$ cat config.mk
export PLATFORM = sky130hd
export DESIGN_NAME = vehicle_lamp_siren_sequencer_top
export DESIGN_NICKNAME = d
export VERILOG_FILES = /design/src/vlss_pkg.sv /design/src/vehicle_lamp_siren_sequencer_top.sv /design/src/vlss_core.sv
export VERILOG_INCLUDE_DIRS = /design/src /design/src/src
export SDC_FILE = /design/constraint.sdc
export NUM_CORES = 1
export LEC_CHECK = 0
export ABC_AREA = 0
export BUFFER_PORTS_ARGS = -buffer_cell sky130_fd_sc_hd__buf_2
export CAP_MARGIN = 5
export CORE_MARGIN = 4
export CORE_UTILIZATION = 28
export DETAILED_ROUTE_END_ITERATION = 8
export GPL_TIMING_DRIVEN = 0
export PLACE_DENSITY = 0.42
export SYNTH_ARGS = -nofsm -noshare
export SYNTH_HDL_FRONTEND = slang
export SYNTH_SLANG_ARGS = --single-unit
$ cat constraint.sdc
create_clock -name clk -period 3.3 [get_ports clk]
set_input_delay 0.495 -clock clk [delete_from_list [all_inputs] [get_ports clk]]
set_output_delay 0.495 -clock clk [all_outputs]
set_load 0.01 [all_outputs]
$ cat src/vehicle_lamp_siren_sequencer_top_macros.svh
// Assertion macros for the lamp and siren sequencer.
// Used by vehicle_lamp_siren_sequencer_top; needs clk and rst in scope.
`ifndef VEHICLE_LAMP_SIREN_SEQUENCER_TOP_MACROS_SVH
`define VEHICLE_LAMP_SIREN_SEQUENCER_TOP_MACROS_SVH

`ifndef SYNTH
`define VLSS_ASSERT_SAME(lbl, ante, cons, msg) \
  lbl: assert property (@(posedge clk) disable iff (rst) (ante) |-> (cons)) else $error(msg);
`define VLSS_ASSERT_NEXT(lbl, ante, cons, msg) \
  lbl: assert property (@(posedge clk) disable iff (rst) (ante) |=> (cons)) else $error(msg);
`else
`define VLSS_ASSERT_SAME(lbl, ante, cons, msg)
`define VLSS_ASSERT_NEXT(lbl, ante, cons, msg)
`endif

`endif

$ cat src/vlss_pkg.sv
// Package for the lamp and siren sequencer: beat types, turn codes, compare points.
// No dependencies.
package vlss_pkg;

  typedef struct packed {
    logic       hazard_on;
    logic [1:0] turn_select;
    logic       beacon_on;
    logic       siren_on;
  } vlss_in_t;

  typedef struct packed {
    logic left_lamp;
    logic right_lamp;
    logic beacon_left;
    logic beacon_right;
    logic beacon_center;
    logic tone_main;
    logic tone_second;
    logic clear_turn;
  } vlss_out_t;

  localparam logic [1:0] TURN_NONE  = 2'd0;
  localparam logic [1:0] TURN_RIGHT = 2'd1;
  localparam logic [1:0] TURN_LEFT  = 2'd2;

  localparam logic [6:0] HAZ_ON_AT  = 7'd40;
  localparam logic [6:0] HAZ_OFF_AT = 7'd80;
  localparam logic [5:0] TURN_AT    = 6'd40;

  localparam logic [6:0] PAT_A_WRAP = 7'd84;
  localparam logic [6:0] PAT_B_WRAP = 7'd90;

  localparam logic [10:0] SIREN_MAIN_AT   = 11'd1;
  localparam logic [10:0] SIREN_SECOND_AT = 11'd600;
  localparam logic [10:0] SIREN_END_AT    = 11'd1700;

endpackage

$ cat src/vehicle_lamp_siren_sequencer_top.sv
// A beat waits in the input register, then its result from vlss_core is registered and offered.
// Throughput: one tick per cycle while results are taken; the input register advances whenever
// the result register is empty or being taken, so both sides may stall independently.
// Reset (synchronous, active high) clears all counters, lamp and tone levels
// and both valid flags.
// Depends on vlss_pkg, vlss_core and vehicle_lamp_siren_sequencer_top_macros.svh.
`include "vehicle_lamp_siren_sequencer_top_macros.svh"

module vehicle_lamp_siren_sequencer_top
  import vlss_pkg::*;
(
  input  logic      clk,
  input  logic      rst,
  input  logic      item_valid,
  output logic      item_ready,
  input  vlss_in_t  item,
  output logic      result_valid,
  input  logic      result_ready,
  output vlss_out_t result
);

  logic      stage_valid;
  vlss_in_t  stage;
  logic      advance;
  vlss_out_t core_result;

  assign advance    = stage_valid && (!result_valid || result_ready);
  assign item_ready = !stage_valid || advance;

  vlss_core u_core (
    .clk    (clk),
    .rst    (rst),
    .step   (advance),
    .item   (stage),
    .result (core_result)
  );

  always_ff @(posedge clk) begin
    if (rst) begin
      stage_valid  <= 1'b0;
      result_valid <= 1'b0;
    end else begin
      if (item_ready) stage_valid <= item_valid;
      if (advance) begin
        result_valid <= 1'b1;
      end else if (result_ready) begin
        result_valid <= 1'b0;
      end
    end
  end

  always_ff @(posedge clk) begin
    if (item_valid && item_ready) stage <= item;
    if (advance) result <= core_result;
  end

  `VLSS_ASSERT_SAME(a_ready_only_when_full, !item_ready,
    stage_valid && result_valid && !result_ready, "input stalled without a full pipe")
  `VLSS_ASSERT_NEXT(a_advance_fills_result, advance, result_valid, "advanced beat lost")
  `VLSS_ASSERT_SAME(a_second_needs_main, result_valid && result.tone_second,
    result.tone_main, "second tone without main tone")
  `VLSS_ASSERT_SAME(a_beacons_exclusive, result_valid,
    !(result.beacon_left && result.beacon_right), "left and right beacons both on")

endmodule

$ cat src/vlss_core.sv
// Counter state, compare points and overrides for one tick of the sequencer.
// Depends on vlss_pkg.
module vlss_core
  import vlss_pkg::*;
(
  input  logic      clk,
  input  logic      rst,
  input  logic      step,
  input  vlss_in_t  item,
  output vlss_out_t result
);

  logic [6:0]  hazard_count, hazard_count_next;
  logic [5:0]  right_count, right_count_next;
  logic [5:0]  left_count, left_count_next;
  logic [6:0]  pattern_a_count, pattern_a_count_next;
  logic [6:0]  pattern_b_count, pattern_b_count_next;
  logic [10:0] siren_count, siren_count_next;
  vlss_out_t   pins, pins_next;

  always_comb begin
    logic [6:0]  hc;
    logic [5:0]  rc;
    logic [5:0]  lc;
    logic [6:0]  a;
    logic [6:0]  b;
    logic [10:0] sc;

    pins_next = pins;
    pins_next.clear_turn = item.hazard_on;

    hc = item.hazard_on ? hazard_count + 7'd1 : hazard_count;
    hazard_count_next = hc;
    if (hc == HAZ_ON_AT) begin
      pins_next.left_lamp  = 1'b1;
      pins_next.right_lamp = 1'b1;
    end
    if (hc == HAZ_OFF_AT) begin
      pins_next.left_lamp  = 1'b0;
      pins_next.right_lamp = 1'b0;
      hazard_count_next    = '0;
    end

    rc = (!item.hazard_on && item.turn_select == TURN_RIGHT) ? right_count + 6'd1 : right_count;
    right_count_next = rc;
    if (rc == TURN_AT) begin
      pins_next.right_lamp = ~pins_next.right_lamp;
      right_count_next     = '0;
    end

    lc = (!item.hazard_on && item.turn_select == TURN_LEFT) ? left_count + 6'd1 : left_count;
    left_count_next = lc;
    if (lc == TURN_AT) begin
      pins_next.left_lamp = ~pins_next.left_lamp;
      left_count_next     = '0;
    end

    a = item.beacon_on ? pattern_a_count + 7'd1 : pattern_a_count;
    pattern_a_count_next = a;
    if (a == 7'd1 || a == 7'd15 || a == 7'd29) pins_next.beacon_left = 1'b1;
    if (a == 7'd8 || a == 7'd22 || a == 7'd36) pins_next.beacon_left = 1'b0;
    if (a == 7'd43 || a == 7'd57 || a == 7'd71) pins_next.beacon_right = 1'b1;
    if (a == 7'd50 || a == 7'd64 || a == 7'd78) pins_next.beacon_right = 1'b0;
    if (a == PAT_A_WRAP) pattern_a_count_next = '0;

    b = item.beacon_on ? pattern_b_count + 7'd1 : pattern_b_count;
    pattern_b_count_next = b;
    if (b == 7'd10 || b == 7'd30 || b == 7'd50) pins_next.beacon_center = 1'b1;
    if (b == 7'd20 || b == 7'd40 || b == 7'd60) pins_next.beacon_center = 1'b0;
    if (b == PAT_B_WRAP) pattern_b_count_next = '0;

    sc = siren_count + 11'd1;
    siren_count_next = '0;
    if (item.siren_on) begin
      siren_count_next = sc;
      if (sc == SIREN_MAIN_AT) pins_next.tone_main = 1'b1;
      if (sc == SIREN_SECOND_AT) begin
        pins_next.tone_main   = 1'b1;
        pins_next.tone_second = 1'b1;
      end
      if (sc == SIREN_END_AT) begin
        pins_next.tone_second = 1'b0;
        siren_count_next      = '0;
      end
    end

    if (!item.hazard_on && item.turn_select == TURN_NONE) begin
      pins_next.left_lamp  = 1'b0;
      pins_next.right_lamp = 1'b0;
    end
    if (!item.beacon_on) begin
      pins_next.beacon_left   = 1'b0;
      pins_next.beacon_right  = 1'b0;
      pins_next.beacon_center = 1'b0;
    end
    if (!item.siren_on) begin
      pins_next.tone_main   = 1'b0;
      pins_next.tone_second = 1'b0;
    end
  end

  assign result = pins_next;

  always_ff @(posedge clk) begin
    if (rst) begin
      hazard_count    <= '0;
      right_count     <= '0;
      left_count      <= '0;
      pattern_a_count <= '0;
      pattern_b_count <= '0;
      siren_count     <= '0;
      pins            <= '0;
    end else if (step) begin
      hazard_count    <= hazard_count_next;
      right_count     <= right_count_next;
      left_count      <= left_count_next;
      pattern_a_count <= pattern_a_count_next;
      pattern_b_count <= pattern_b_count_next;
      siren_count     <= siren_count_next;
      pins            <= pins_next;
    end
  end

endmodule
==> flow_metrics.py <==
metrics = {
    "sta": {
        "fmax_ghz": 0.3519,
        "tightest_slew_ns": 1.141,
        "slew_viol_final": 0,
        "period_minus_slack_ns": 2.842,
        "period_share": 0.8611,
        "hold_ws_ns": 0.3333,
        "setup_violations": 0,
        "rsz0062_at_grt": "false",
        "tns_ns": 0,
        "fin_skew_ns": 0.008196,
        "slew_headroom": 0.2396,
        "finalHoldViolCount": 0,
        "worst_slack_ns": 0.4582,
    },
    "floorplan": {
        "start_util": 0.2892,
        "design.die.area_um2": 18020,
        "num_io_pins": 19,
        "die_y_um": 134.2,
        "rows": 45,
        "die_w_um": 134.2,
        "core_um2": 15430,
    },
    "clocking": {
        "h-tree-depth": 3,
        "cts_resized": 0,
        "clock_latency_ns": 0.34,
        "cts_sinks": 66,
        "postCtsHoldBufs": 0,
        "cts_made_buffers": 9,
        "postCtsSetupBuffers": 0,
        "path_clk_slew_ns": 0.06,
        "cts-root-buf": "clkbuf_16",
        "clk_path_buf_depth": 2,
        "tritoncts": "yes",
    },
    "placement": {
        "gp_congestion": 0.8500,
        "dp_cells": 802,
        "place_ws_ns": 0.4665,
        "place_area_um2": 4816,
        "port_buffers": 18,
        "hpwl_um": 9034,
    },
    "layout": {
        "regArea_um2": 1451,
        "n_antenna_cell": 0,
        "fin_nets": 618,
        "fin_cells": 818,
        "multiInputGateArea_um2": 2798,
        "drive_gt1_frac": 0.08072,
        "num-fill-cells": 1664,
        "final_common_cell": "nor2_1",
        "area_delta_synth_final_pct": 13.94,
        "fin_area_um2": 5084,
        "final_cell_mix": "66 x nor2_1, 57 x nand2_1, 53 x dfxtp_1",
    },
    "worst_setup_path": {
        "cpMostUsedCell": "clkbuf_1",
        "cp-end-kind": "flop",
        "worst_path_max_delay_cell": "clkbuf_1",
        "r2r_slack_ns": 0.46,
        "critPathKind": "reg -> reg",
        "crit_required_ns": 3.44,
        "crit_fanout": 10,
        "path_cells": "clkbuf_1 -> clkbuf_1 -> buf_2 -> o21ai_0 -> a32o_1 -> o31a_1 -> nor4_1",
        "startpoint_type": "flop",
        "max_stage_delay_ns": 0.46,
        "critical_path_arrival_ns": 2.98,
    },
    "run": {
        "drv_cap": 0,
    },
    "routing": {
        "wl_um": 12500,
        "drcViolationCount": 0,
        "routedWlPerCell_um": 15.29,
        "num_vias": 4277,
        "drt-vias-per-instance": 5.229,
        "first_pass_iters": 5,
        "drt-initial-drc-count": 301,
        "antenna_left": 0,
    },
    "synth": {
        "ys_seq_area_frac": 0.3253,
        "synth.net_count": 589,
        "ys_types": 64,
        "synth_area_per_cell_um2": 7.787,
        "synth_seq_cells": 66,
        "synth-main-ff-cell": "dfxtp_1",
        "synth_area_um2": 4462,
        "async_flop_share": 0,
        "syn_inst": 573,
        "synth-edff-count": 13,
        "ys_warn_count": 0,
    },
    "pwr": {
        "powerDensity_nw_per_um2": 365.8,
        "max-vdd-ir-drop_v": 0.0002336,
        "p_leak_nw": 1.691,
    },
    "global_route": {
        "grt_pass1_vias": 3996,
        "grt_remaining_overflow": 0,
        "antenna_found_initial": 0,
        "grt_pass1_wl_um": 20410,
        "grt.total_usage": 0.1403,
        "grt_max_degree": 18,
    },
    "hold_path": {
        "min_path_type": "in -> reg",
    },
    "status": {
        "status": "finished clean",
    },
}
worst max-delay path, delay by kind of cell (launching register included):
kind | cells | cell delay, ns
DFF | 1 | 0.44
and+or+nand+nor | 1 | 0.31
AOI/OAI and AO/OA | 3 | 0.70
buffers and inverters | 3 | 1.19
flip-flops by register name (all words and copies together), names as in the netlist:
signal,cells
u_core.pins,7
u_core.left_count,6
stage,5
u_core.pattern_a_count,7
u_core.right_count,6
stage_valid,1
result,8
u_core.pattern_b_count,7
u_core.hazard_count,7
result_valid,1
u_core.siren_count,11
per-layer routing:
metal | vias to the layer above | part of all wire | track usage | wire (µm)
met3 | 9 | 0.053 | 0.02851 | 663
met2 | 101 | 0.44 | 0.2162 | 5546
li1 | 2135 | - | - | -
met4 | 0 | 0.013 | 0.04808 | 168
met1 | 2032 | 0.49 | 0.1954 | 6125
met5 | - | 0 | 0 | 0
per-stage QoR:
step / power, W / util
after global placement: 0.001009 / 0.3122
after CTS: 0.001897 / 0.3295
after global routing: 0.001948 / 0.3295
after floorplan: 0.0009524 / -
after detailed placement: 0.001008 / 0.3122
final: 0.001860 / 0.3295
synth_stat cells (all sizes together), types with 5 or more instances:
library cell / count / area share
nor3b: 5 / 0.0084
edfxtp: 13 / 0.087
a21oi: 32 / 0.036
dfxtp: 53 / 0.24
clkbuf: 39 / 0.033
nor2: 66 / 0.056
o31ai: 7 / 0.012
xnor2: 20 / 0.039
inv: 13 / 0.011
ha: 7 / 0.020
a32oi: 6 / 0.012
and2: 10 / 0.014
and3: 8 / 0.011
o21ai: 19 / 0.021
mux2: 5 / 0.013
nor4: 7 / 0.0098
nor3: 23 / 0.026
nand4: 11 / 0.015
a31oi: 11 / 0.015
nand3: 28 / 0.031
mux2i: 7 / 0.016
xor2: 22 / 0.043
or3: 7 / 0.0098
nand2: 58 / 0.049
nor2b: 7 / 0.0098
nand2b: 5 / 0.0070
and4: 5 / 0.0098
nand3b: 12 / 0.020
cell type report:
type / instances / share of cell area
buffer: 43 / 0.03224
inverter: 13 / 0.009599
timing repair buffer: 18 / 0.01772
multi-input combinational: 451 / 0.5503
sequential: 66 / 0.2855
tap: 211 / 0.05193
clock inverter: 3 / 0.003446
clock buffer: 13 / 0.04922
kinds of logic (layout without fill, tap and decap cells):
logic type               after synthesis  in the layout  share of synthesized area
adder cells (fa/ha/maj)                7              7                    0.01963
buffers and inverters                 56             90                    0.04767
AO/OA/AOI/OAI                        121            121                     0.1857
flip-flops                            66             66                     0.3253
multiplexers                          12             12                    0.02916
XOR/XNOR                              42             42                    0.08244
AND/OR/NAND/NOR                      269            269                     0.3102
final timing paths:
path / depth (start not counted) / start / endpoint
min reg2reg: 2 / u_core.pins[7] / u_core.pins[7]
max reg2reg: 7 / stage[1] / result[5]
max: 7 / stage[1] / result[5]
min: 1 / item[4] / stage[4]
power by group:
group	switching, W	internal (W)	leakage (nW)
Sequential	0.0000140	0.000839	0.553
Combinational	0.0000957	0.0000408	1.01
Clock	0.000344	0.000526	0.130
(Power assumes the default switching activity.)
